`src/rtl/trd_pkg.sv`:
```
// Shared types and constants of the TGA run-length decoder.
// No dependencies; every other file of the block imports this package.
package trd_pkg;

  // Pixel counter sizing: the image total saturates at 2**PIXEL_COUNT_BITS.
  localparam int PIXEL_COUNT_BITS = 24;

  // Field and register widths.
  localparam int BYTE_W    = 8;
  localparam int PIXEL_W   = 32;
  localparam int COUNT_W   = 8;
  localparam int BPP_W     = 3;
  localparam int CFG_TOT_W = 25;
  localparam int CFG_IDX_W = 1;
  localparam int CFG_DAT_W = 25;

  // Internal pixel count width: wide enough for the register and the cap.
  localparam int TOT_W = (PIXEL_COUNT_BITS + 1 > CFG_TOT_W) ? PIXEL_COUNT_BITS + 1 : CFG_TOT_W;

  // Configuration register indexes.
  localparam logic [CFG_IDX_W-1:0] CFG_BPP   = 1'd0;
  localparam logic [CFG_IDX_W-1:0] CFG_TOTAL = 1'd1;

  // Reset values of the configuration registers.
  localparam logic [BPP_W-1:0]     BPP_RST   = 3'd3;
  localparam logic [CFG_TOT_W-1:0] TOTAL_RST = 25'd1;

  // Packet header split and run bias.
  localparam logic [BYTE_W-1:0] HEADER_SPLIT = 8'd128;
  localparam logic [BYTE_W-1:0] RUN_BIAS     = 8'd127;

  // Decoder phase codes.
  localparam logic [1:0] PH_HEADER = 2'd0;
  localparam logic [1:0] PH_RAW    = 2'd1;
  localparam logic [1:0] PH_RUN    = 2'd2;

  // Output queue depth.
  localparam int QUEUE_DEPTH = 3;
  localparam int QPTR_W      = 2;
  localparam int QCNT_W      = 2;

  // One result beat.
  typedef struct packed {
    logic [PIXEL_W-1:0] pixel_value;
    logic [COUNT_W-1:0] repeat_count;
    logic               image_last;
    logic               overflow;
  } trd_result_t;

endpackage

```
`src/rtl/trd_core.sv`:
```
// Packet decoder of the TGA run-length decoder: input register, config
// registers, packet state and the single-pass decode logic. Uses trd_pkg.
module trd_core import trd_pkg::*; (
  input  logic                 clk_i,
  input  logic                 rst_ni,
  input  logic                 cfg_we_i,
  input  logic [CFG_IDX_W-1:0] cfg_index_i,
  input  logic [CFG_DAT_W-1:0] cfg_wdata_i,
  input  logic                 byte_accept_i,
  input  logic [BYTE_W-1:0]    byte_i,
  output logic                 busy_o,
  output logic                 res_valid_o,
  output trd_result_t          res_o
);

  localparam logic [TOT_W-1:0] TotCap = TOT_W'(1) << PIXEL_COUNT_BITS;

  logic                 in_valid_q;
  logic [BYTE_W-1:0]    byte_q;
  logic [BPP_W-1:0]     bpp_q;
  logic [CFG_TOT_W-1:0] total_cfg_q;

  logic [1:0]           phase_q, phase_d;
  logic [COUNT_W-1:0]   rem_q, rem_d;
  logic [1:0]           idx_q, idx_d;
  logic [PIXEL_W-1:0]   asm_q, asm_d;
  logic [TOT_W-1:0]     done_q, done_d;

  logic [1:0]           last_idx;
  logic [TOT_W-1:0]     total_raw, total_eff, left, done_sum;
  logic [PIXEL_W-1:0]   pixel;
  logic [COUNT_W-1:0]   count;
  logic                 ovf, img_last, res_valid;

  // Input register.
  always_ff @(posedge clk_i or negedge rst_ni) begin
    if (!rst_ni) begin
      in_valid_q <= 1'b0;
    end else begin
      in_valid_q <= byte_accept_i;
    end
  end

  always_ff @(posedge clk_i) begin
    if (byte_accept_i) begin
      byte_q <= byte_i;
    end
  end

  // Configuration registers.
  always_ff @(posedge clk_i or negedge rst_ni) begin
    if (!rst_ni) begin
      bpp_q       <= BPP_RST;
      total_cfg_q <= TOTAL_RST;
    end else if (cfg_we_i) begin
      case (cfg_index_i)
        CFG_BPP:   bpp_q       <= cfg_wdata_i[BPP_W-1:0];
        CFG_TOTAL: total_cfg_q <= cfg_wdata_i[CFG_TOT_W-1:0];
        default:   ;
      endcase
    end
  end

  // Clamp the configuration into its working range.
  always_comb begin
    if (bpp_q == '0) begin
      last_idx = 2'd0;
    end else if (bpp_q > 3'd4) begin
      last_idx = 2'd3;
    end else begin
      last_idx = 2'(bpp_q - 3'd1);
    end
    total_raw = TOT_W'(total_cfg_q);
    if (total_raw == '0) begin
      total_eff = TOT_W'(1);
    end else if (total_raw > TotCap) begin
      total_eff = TotCap;
    end else begin
      total_eff = total_raw;
    end
  end

  // Decode one byte.
  always_comb begin
    phase_d   = phase_q;
    rem_d     = rem_q;
    idx_d     = idx_q;
    asm_d     = asm_q;
    done_d    = done_q;
    res_valid = 1'b0;
    ovf       = 1'b0;
    count     = COUNT_W'(1);
    pixel     = asm_q | (PIXEL_W'(byte_q) << {idx_q, 3'b000});
    left      = (total_eff > done_q) ? total_eff - done_q : TOT_W'(1);
    if (phase_q == PH_RUN) begin
      if (TOT_W'(rem_q) > left) begin
        count = left[COUNT_W-1:0];
        ovf   = 1'b1;
      end else begin
        count = rem_q;
      end
    end else begin
      ovf = (left == TOT_W'(1)) && (rem_q > COUNT_W'(1));
    end
    done_sum = done_q + TOT_W'(count);
    img_last = done_sum >= total_eff;

    if (in_valid_q) begin
      if (phase_q != PH_RAW && phase_q != PH_RUN) begin
        // Header byte: open a packet.
        if (byte_q < HEADER_SPLIT) begin
          phase_d = PH_RAW;
          rem_d   = byte_q + COUNT_W'(1);
        end else begin
          phase_d = PH_RUN;
          rem_d   = byte_q - RUN_BIAS;
        end
        idx_d = 2'd0;
        asm_d = '0;
      end else if (idx_q < last_idx) begin
        // Gather another pixel byte.
        idx_d = idx_q + 2'd1;
        asm_d = pixel;
      end else begin
        res_valid = 1'b1;
        idx_d     = 2'd0;
        asm_d     = '0;
        if (img_last) begin
          phase_d = PH_HEADER;
          rem_d   = '0;
          done_d  = '0;
        end else if (phase_q == PH_RAW && rem_q > COUNT_W'(1)) begin
          rem_d  = rem_q - COUNT_W'(1);
          done_d = done_sum;
        end else begin
          phase_d = PH_HEADER;
          rem_d   = '0;
          done_d  = done_sum;
        end
      end
    end
  end

  // Packet state; a config write restarts the image.
  always_ff @(posedge clk_i or negedge rst_ni) begin
    if (!rst_ni) begin
      phase_q <= PH_HEADER;
      rem_q   <= '0;
      idx_q   <= 2'd0;
      asm_q   <= '0;
      done_q  <= '0;
    end else if (cfg_we_i) begin
      phase_q <= PH_HEADER;
      rem_q   <= '0;
      idx_q   <= 2'd0;
      asm_q   <= '0;
      done_q  <= '0;
    end else begin
      phase_q <= phase_d;
      rem_q   <= rem_d;
      idx_q   <= idx_d;
      asm_q   <= asm_d;
      done_q  <= done_d;
    end
  end

  assign busy_o               = in_valid_q;
  assign res_valid_o          = res_valid;
  assign res_o.pixel_value    = pixel;
  assign res_o.repeat_count   = count;
  assign res_o.image_last     = img_last;
  assign res_o.overflow       = ovf;

`ifndef SYNTHESIS
  a_count_nonzero: assert property (@(posedge clk_i) disable iff (!rst_ni)
    res_valid_o |-> res_o.repeat_count != '0)
    else $error("result with zero repeat count");

  a_ovf_ends_image: assert property (@(posedge clk_i) disable iff (!rst_ni)
    (res_valid_o && res_o.overflow) |-> res_o.image_last)
    else $error("overflow on a result that does not end the image");

  a_done_below_total: assert property (@(posedge clk_i) disable iff (!rst_ni)
    !$past(cfg_we_i) |-> done_q < total_eff)
    else $error("pixel count reached the total without a restart");
`endif

endmodule

```
`src/rtl/trd_outq.sv`:
```
// Three-entry result queue that parts the decoder from the output channel.
// Uses trd_pkg.
module trd_outq import trd_pkg::*; (
  input  logic              clk_i,
  input  logic              rst_ni,
  input  logic              push_i,
  input  trd_result_t       push_data_i,
  input  logic              pop_i,
  output logic              not_empty_o,
  output logic [QCNT_W-1:0] level_o,
  output trd_result_t       head_o
);

  trd_result_t       mem_q [QUEUE_DEPTH];
  logic [QPTR_W-1:0] wr_ptr_q, rd_ptr_q;
  logic [QCNT_W-1:0] cnt_q;

  function automatic logic [QPTR_W-1:0] ptr_inc(input logic [QPTR_W-1:0] p);
    return (p == QPTR_W'(QUEUE_DEPTH - 1)) ? '0 : p + QPTR_W'(1);
  endfunction

  always_ff @(posedge clk_i) begin
    if (push_i) begin
      mem_q[wr_ptr_q] <= push_data_i;
    end
  end

  always_ff @(posedge clk_i or negedge rst_ni) begin
    if (!rst_ni) begin
      wr_ptr_q <= '0;
      rd_ptr_q <= '0;
      cnt_q    <= '0;
    end else begin
      if (push_i) begin
        wr_ptr_q <= ptr_inc(wr_ptr_q);
      end
      if (pop_i) begin
        rd_ptr_q <= ptr_inc(rd_ptr_q);
      end
      case ({push_i, pop_i})
        2'b10:   cnt_q <= cnt_q + QCNT_W'(1);
        2'b01:   cnt_q <= cnt_q - QCNT_W'(1);
        default: cnt_q <= cnt_q;
      endcase
    end
  end

  assign not_empty_o = cnt_q != '0;
  assign level_o     = cnt_q;
  assign head_o      = mem_q[rd_ptr_q];

`ifndef SYNTHESIS
  a_no_overrun: assert property (@(posedge clk_i) disable iff (!rst_ni)
    (push_i && !pop_i) |-> cnt_q != QCNT_W'(QUEUE_DEPTH))
    else $error("result queue overrun");

  a_ptr_gap: assert property (@(posedge clk_i) disable iff (!rst_ni)
    (cnt_q == '0) |-> wr_ptr_q == rd_ptr_q)
    else $error("empty queue with unequal pointers");
`endif

endmodule

```
`src/rtl/tga_rle_decoder_unit.sv`:
```
// Top level of the TGA run-length decoder: channel handshakes, decoder
// core and result queue. Uses trd_pkg, trd_core and trd_outq.

// The decoder takes the run-length packet stream of a TGA image one byte
// per beat and sustains one byte per clock cycle. A header byte below 128
// opens a raw packet of header+1 literal pixels, each given as one result
// beat with repeat_count 1; a header of 128 or more opens a run of
// header-127 pixels, given as a single result beat once its pixel bytes
// have arrived. Pixel bytes are packed first byte in bits 7:0, unused high
// bytes zero. Register 0 sets bytes per pixel (0 acts as 1, above 4 acts
// as 4), register 1 the pixel total of an image (0 acts as 1, large values
// saturate at 2**24). When the total is reached the result beat carries
// image_last and the decoder expects a new header; a packet that runs past
// the total is clamped, flagged with overflow, and its leftover pixels are
// dropped. Any register write restarts the decoder; write only while idle.
// Each accepted byte passes an input register and the combinational decode
// logic, and the result that it completes is written to the output queue.
// A three-entry result queue holds results while the output
// stalls; input stalls only when that queue together with the byte in the
// input register could fill it, which keeps the one-byte-per-cycle rate
// whenever the output takes a beat per cycle.
module tga_rle_decoder_unit import trd_pkg::*; (
  input  logic                 clk_i,
  input  logic                 rst_ni,
  input  logic                 cfg_we_i,
  input  logic [CFG_IDX_W-1:0] cfg_index_i,
  input  logic [CFG_DAT_W-1:0] cfg_wdata_i,
  input  logic                 in_valid_i,
  output logic                 in_stall_o,
  input  logic [BYTE_W-1:0]    stream_byte_i,
  output logic                 out_valid_o,
  input  logic                 out_stall_i,
  output logic [PIXEL_W-1:0]   pixel_value_o,
  output logic [COUNT_W-1:0]   repeat_count_o,
  output logic                 image_last_o,
  output logic                 overflow_o
);

  logic              in_accept;
  logic              out_accept;
  logic              core_busy;
  logic              res_valid;
  trd_result_t       res;
  trd_result_t       head;
  logic [QCNT_W-1:0] level;
  logic [QCNT_W:0]   pending;

  // Queued results plus the byte in flight must leave room for one more.
  assign pending    = {1'b0, level} + (QCNT_W+1)'(core_busy);
  assign in_stall_o = pending >= (QCNT_W+1)'(QUEUE_DEPTH);
  assign in_accept  = in_valid_i && !in_stall_o;
  assign out_accept = out_valid_o && !out_stall_i;

  trd_core u_core (
    .clk_i         (clk_i),
    .rst_ni        (rst_ni),
    .cfg_we_i      (cfg_we_i),
    .cfg_index_i   (cfg_index_i),
    .cfg_wdata_i   (cfg_wdata_i),
    .byte_accept_i (in_accept),
    .byte_i        (stream_byte_i),
    .busy_o        (core_busy),
    .res_valid_o   (res_valid),
    .res_o         (res)
  );

  trd_outq u_outq (
    .clk_i       (clk_i),
    .rst_ni      (rst_ni),
    .push_i      (res_valid),
    .push_data_i (res),
    .pop_i       (out_accept),
    .not_empty_o (out_valid_o),
    .level_o     (level),
    .head_o      (head)
  );

  // Present the head of the queue.
  assign pixel_value_o  = head.pixel_value;
  assign repeat_count_o = head.repeat_count;
  assign image_last_o   = head.image_last;
  assign overflow_o     = head.overflow;

`ifndef SYNTHESIS
  a_push_has_room: assert property (@(posedge clk_i) disable iff (!rst_ni)
    res_valid |-> level != QCNT_W'(QUEUE_DEPTH))
    else $error("decoder produced a result with the queue full");
`endif

endmodule
```
`config.mk`:
```
export PLATFORM = sky130hd
export DESIGN_NAME = tga_rle_decoder_unit
export DESIGN_NICKNAME = d
export VERILOG_FILES = /design/src/rtl/trd_pkg.sv /design/src/rtl/trd_core.sv /design/src/rtl/trd_outq.sv /design/src/rtl/tga_rle_decoder_unit.sv
export SDC_FILE = /design/constraint.sdc
export NUM_CORES = 1
export LEC_CHECK = 0
export ABC_AREA = 1
export BUFFER_PORTS_ARGS = -buffer_cell sky130_fd_sc_hd__buf_2
export CORE_AREA = 2 2 163 165
export DETAILED_ROUTE_END_ITERATION = 7
export DIE_AREA = 0 0 165 167
export PLACE_DENSITY = 0.72
export RECOVER_POWER = 50
export SLEW_MARGIN = 0
export SYNTH_ARGS = -nofsm -noshare
export SYNTH_HDL_FRONTEND = slang
export SYNTH_SLANG_ARGS = --single-unit
```
`constraint.sdc`:
```
create_clock -name clk_i -period 16.1 [get_ports clk_i]
set_input_delay 0.805 -clock clk_i [delete_from_list [all_inputs] [get_ports clk_i]]
set_output_delay 0.805 -clock clk_i [all_outputs]
set_load 0.1 [all_outputs]
```
==> After elaboration in Yosys (flattened, before gate mapping) <==
Memory sizes are Yosys's and may differ from the RTL's.
Cells that the tools add are included.
{ "word_totals": {"regBits": 112, "latch_bits": 0, "ramBits": 126, "romBits": 0, "elab_cells": 111, "n_memories": 1} }
{ "classes": {"addsub": 12, "mul": 0, "n_div": 0, "order_cmp": 9, "eq_ne": 13, "shift": 1, "muxes": 44, "bitwise_logic": 2, "n_reduce_logical": 17} }
{ "memory_table": {"columns": ["memory", "words", "width", "read_ports", "rd_ports_with_merged_regs", "wr", "line", "text"], "rows": [
  ["u_outq.mem_q", 3, 42, 1, 0, 1, "trd_outq.sv:14", "trd_result_t mem_q [QUEUE_DEPTH];"]
]} }
{ "op_table": {"columns": ["cell", "count"], "rows": [
  ["2-to-1 mux 25 bit", 8],
  ["2-to-1 mux 32 bit", 4],
  ["2-to-1 mux 8 bit", 9],
  ["bitwise OR 32 bit", 1],
  ["<< shifter 8 x 5 -> 32 bit", 1],
  ["2-to-1 mux 2 bit", 15],
  ["adder 25 x 8 -> 25 bit", 1],
  ["== test 25 x 1 -> 1 bit (second input constant)", 1],
  [">= comparator 25 bit", 1],
  ["greater-than comparator 25 bit", 1],
  ["greater-than comparator 25 bit (second input constant)", 1],
  ["greater-than comparator 8 x 25 -> 1 bit", 1],
  ["logical NOT 25 bit", 1],
  ["subtractor 25 bit", 1],
  ["adder 2 x 1 -> 2 bit (second input constant)", 4],
  ["adder 8 x 1 -> 8 bit (second input constant)", 1],
  ["== test 2 bit (second input constant)", 4],
  ["greater-than comparator 8 x 1 -> 1 bit (second input constant)", 1],
  ["< comparator 8 bit (second input constant)", 1],
  ["subtractor 8 x 1 -> 8 bit (second input constant)", 1],
  ["subtractor 8 x 7 -> 8 bit (second input constant)", 1],
  ["2-to-1 mux 1 bit", 7],
  ["!= test 2 bit (second input constant)", 3],
  ["AND reduction 2 bit", 3],
  ["other kinds (16)", 26]
]} }

==> Depth between registers and ports, before layout <==
{ "logic_depth": {"ltp_word": 15, "ltp_mapped": 60} }

==> Modules after synthesis <==
From an unflattened synthesis, not the netlist that was laid out.
{ "hier_totals": {"cells_unflattened": 1656, "area_unflattened_um2": 13709.4} }
{ "by_module_without_submodules": {"columns": ["mod", "n_inst", "cells_per_inst", "area_per_inst_um2", "seq_area_each_um2"], "rows": [
  ["trd_core", 1, 1303, 8814.7, 2696.3],
  ["trd_outq", 1, 344, 4838.4, 3933.8],
  ["tga_rle_decoder_unit", 1, 9, 56.3, 0.0]
]} }

==> Worst setup path after synthesis <==
Ideal clock, no wire load.
{ "synth_timing": {"kind": "register to register", "from": "register u_core.total_cfg_q[0]", "to": "register u_core.done_q[2]", "setup_ps": 83, "arrival_time_ps": 7375, "setup_slack_ps": 8642, "stages_incl_launch_ff": 55, "n_path_buf": 3, "synth_period_minus_slack_ps": 7458, "cell_sequence": "dfstp_2 -> nor2_1 -> nand3_1 -> nor4_1 -> nand3_1 -> nand2_1 -> inv_1 -> clkbuf_1 -> nor2_1 -> ha_1 -> nand2_2 -> nor2_1 -> nand3_1 -> nand3_2 -> nand2_2 -> nand2_2 -> nand2_2 -> nand2_4 -> [19 not listed] -> nand2_1 -> o211ai_1 -> nand2_1 -> nor3_1 -> nand3_1 -> xor2_1 -> inv_1 -> ha_1 -> a21oi_1 -> o21ai_0 -> nand2_1 -> o211ai_1 -> a211oi_2 -> nand3_1 -> buf_2 -> inv_1 -> nand2_1 -> o21ai_0"} }
{ "synth_lines": {"columns": ["element", "line", "text"], "rows": [
  ["from (decl)", "trd_core.sv:21", "logic [CFG_TOT_W-1:0] total_cfg_q;"],
  ["from (signal assigned)", "trd_core.sv:58", "CFG_TOTAL: total_cfg_q <= cfg_wdata_i[CFG_TOT_W-1:0];"],
  ["to (signal assigned)", "trd_core.sv:163", "done_q <= done_d;"],
  ["to (decl)", "trd_core.sv:27", "logic [TOT_W-1:0] done_q, done_d;"]
]} }

==> summary.txt <==
GRT
  • Largest net degree at the start of global routing: 63
  • Global-route wire length before repair: 56.7 mm
  • Via count of the first global-routing pass: about 11000
  • Initial antenna violation count: 0
  • Global router's overall resource usage: 0.259
  • Overflow left after global routing: 0

Worst setup path
  • Maximum fanout along the worst path: 21
  • Maximum cell stage delay along the critical path: slightly below 0.9 ns
  • Worst Path Class, Setup: flip-flop to flip-flop
  • Critical path startpoint: u_core.total_cfg_q[12]$_DFFE_PN0P_
  • Buffers and inverters on the worst path: 6
  • Slowest stage cell, crit path: sky130_fd_sc_hd__nand3_1
  • Largest delay share family, worst path: simple AND/OR/NAND/NOR gates
  • Type of origin of the critical path: flip-flop
  • Worst EP required: 16.56 ns
  • Arrival time of data at the critical path endpoint: ~11 ns
  • Startpoint of the worst register-to-register path: u_core.total_cfg_q[12]$_DFFE_PN0P_
  • Kind of capture point of the worst setup path: flip-flop

Power and ir drop
  • VDD IR max: approximately 190 uV
  • Power per Cell Area: 179 mW/mm^2
  • Leakage power of the design: around 0.0073 uW

STA
  • Top achievable clock speed: between 90 and 100 MHz
  • Portion of the clock cycle consumed by the worst path in the final layout: 0.640
  • RSZ-0062 raised after global routing: false
  • Final hold slack: ~0.46 ns
  • Clk_skew: 0.0443 ns
  • Minimum clock period after layout: 10.30 ns
  • Setup slack after layout: approximately 5.8 ns
  • Final Hold Viols: 0
  • Max-slew headroom at the worst pin: -1.37
  • Setup Viol. Count Final: 0
  • Sum of negative setup slack: 0 ns
  • Total count of max-transition violations in the final report: 291
  • Slew of the pin with the lowest slew margin: 3.56 ns

Drt
  • Remaining DRCs: 0
  • WL final: 35.5 mm
  • Detailed-route wire length per cell: 17.0 um
  • ANT nets after route: 0
  • First-pass DRT Iterations: 5
  • Average vias per placed instance: 5.49
  • Number of DRC markers in iteration 0: 880
  • Number of vias after detailed routing: 11500

Cells and area
  • Final net count: approximately 1900
  • Fraction of final layout cells sized beyond drive strength 1: 0.108
  • Total of fill cells in the finished design: 2276
  • Final core area utilization: 0.600
  • Synthesis-to-finish area growth: 10.7%
  • Diode count: 0
  • Final std cell area, no fill: 0.0155 sq mm

Synthesis
  • Synth Register Bits: 238
  • Number of enable flip-flop cells after synthesis: 134
  • Synth Flop Type: sky130_fd_sc_hd__edfxtp_1
  • Proportion of synthesized chip area in sequential cells: 0.475
  • Post-Syn Nets: 1787
  • Main area contributors after synthesis: sky130_fd_sc_hd__edfxtp_1 29%, sky130_fd_sc_hd__dfrtp_1 18%, sky130_fd_sc_hd__nand2_1 9.1%
  • Syn avg cell area: 8.38 sq um
  • Count of unique library cells instantiated by Yosys: 48
  • Number of instances in the synthesized netlist: about 1700
  • Share of Yosys cell area claimed by the top area cell type: 0.288
  • Proportion of register bits with asynchronous set or reset after synthesis: 0.437
  • Top cell types by occurrence after synthesis: 338 x sky130_fd_sc_hd__nand2_1, 272 x sky130_fd_sc_hd__inv_1, 148 x sky130_fd_sc_hd__nor2_1
  • Cell with the most instances after synthesis: sky130_fd_sc_hd__nand2_1
  • Total standard cell area after synthesis: between 0.01 and 0.015 sq mm
  • Cell taking the most area after synthesis: sky130_fd_sc_hd__edfxtp_1
  • Total of warnings raised by yosys: 0

Placement
  • Placed inst area: 0.0147 sq mm
  • Routability congestion estimate from global placement: 0.962
  • Port Buffers: 82
  • Dpl hpwl: 26.1 mm
  • Worst setup slack after placement: 6.01 ns

Clock network
  • Clock Latency Late Sink: 0.55 ns
  • H-tree lvl count: 1
  • Resized Gates After CTS: 0
  • Cts hold-fix bufs: 0
  • Post-CTS setup buffer count: 0
  • Num CTS Buffers: 25
  • Clock-pin slew on the worst setup and hold paths: 0.07 ns
  • Bufs on Longest Clock Path: 3
  • TritonCTS Sinks: between 200 and 250
  • Cell chosen for the clock root: sky130_fd_sc_hd__clkbuf_16
  • CTS tree: done

Die
  • Chip width: 165 um
  • Effective utilization at floorplan: 0.542
  • Total number of placement rows: 59
  • Floorplan die height: 167 um
  • Top-level I/O count: 83
  • Die footprint: 0.0276 sq mm
  • Core box area: 0.0258 sq mm

Hold path
  • Hold crit path type: input pin to flip-flop
  • Hold wc startpoint: stream_byte_i[5]

Run status
  • Status: finished, violations left
  • Failing checks: capacitance limit, slew limit

Job
  • Maximum Capacitance Violations: 6
final timing paths:
check                                                     to  cells past startpoint  slack (ns)
worst min-delay path              u_core.byte_q[5]$_DFFE_PP_                      1        0.46
max in group asynchronous       u_core.done_q[4]$_DFFE_PN0P_                      2       10.72
worst max-delay path            u_core.done_q[8]$_DFFE_PN0P_                     50        5.80
worst min register to register   u_core.bpp_q[1]$_DFFE_PN1P_                      2        0.49
worst max register to register  u_core.done_q[8]$_DFFE_PN0P_                     50        5.80
min in group asynchronous       u_core.asm_q[19]$_DFFE_PN0P_                      1        1.06
placed cells by master, fill, tap and decap left out, types with 4 or more instances in the layout:
master	netlist	routed
sky130_fd_sc_hd__ha_1	79	79
sky130_fd_sc_hd__nand2_1	338	338
sky130_fd_sc_hd__nor3_1	42	41
sky130_fd_sc_hd__edfxtp_1	134	134
sky130_fd_sc_hd__clkbuf_16	0	25
sky130_fd_sc_hd__inv_2	5	5
sky130_fd_sc_hd__xor2_1	32	32
sky130_fd_sc_hd__clkinv_1	5	6
sky130_fd_sc_hd__o211ai_1	45	45
sky130_fd_sc_hd__o22ai_1	18	18
sky130_fd_sc_hd__o21ai_0	42	42
sky130_fd_sc_hd__nor2_2	6	6
sky130_fd_sc_hd__buf_2	6	71
sky130_fd_sc_hd__nor2_4	5	5
sky130_fd_sc_hd__clkbuf_1	33	20
sky130_fd_sc_hd__nand2_4	4	4
sky130_fd_sc_hd__nand4_1	23	23
sky130_fd_sc_hd__nand3_1	107	107
sky130_fd_sc_hd__clkbuf_8	0	4
sky130_fd_sc_hd__nor2_1	148	148
sky130_fd_sc_hd__dfrtp_1	101	101
sky130_fd_sc_hd__o31ai_1	7	7
sky130_fd_sc_hd__a21oi_1	108	108
sky130_fd_sc_hd__o21bai_1	8	8
sky130_fd_sc_hd__inv_1	272	273
sky130_fd_sc_hd__buf_4	0	4
sky130_fd_sc_hd__nor4_1	13	13
sky130_fd_sc_hd__nand3b_1	8	8
sky130_fd_sc_hd__nand2_2	12	12
sky130_fd_sc_hd__or2_2	31	30
final cells by class:
cell class	count	area, sq um	area share
Sequential cell	238	6630	0.429
Multi-Input combinational cell	1101	6090	0.394
Inverter	283	1070	0.0690
Clock buffer	34	699	0.0452
Timing Repair Buffer	90	442	0.0286
Tap cell	335	419	0.0271
Clock inverter	12	116	0.00752
stage by stage:
step	cells	power [uW]
finish	2093	2780
global route	2093	2930
CTS	2093	2790
detailed placement	2047	2220
global placement	2047	2200
floorplan	1667	1930
where the power goes:
group	switching [uW]	internal (uW)	leakage (uW)
Combinational	1100	306	0.00437
Clock	241	324	0.000396
Sequential	53.3	753	0.00257
Total	1390	1380	0.00734
registers in the layout, summed over array words and instances (netlist names), 3 cells and up:
register	count
u_outq.mem_q	126
u_core.asm_q	32
u_core.done_q	25
u_core.total_cfg_q	25
u_core.byte_q	8
u_core.rem_q	8
u_core.bpp_q	3
cells by family after synthesis:
logic type / Yosys count / share of synthesized area
xor+xnor: 34 / 0.0213
mux: 2 / 0.00161
simple gates: 745 / 0.239
buf+inv: 328 / 0.0896
fa+ha+maj: 81 / 0.0736
flops: 238 / 0.475
compound gates: 239 / 0.100
layer usage:
metal  GRT usage  share of wire  up-vias
met2       0.448           0.49      374
li1            -              -     5654
met1       0.329           0.42     5352
met4       0.104          0.043        0
met3      0.0299          0.052      105
met5           0              0        -
(Power assumes the default switching activity.)
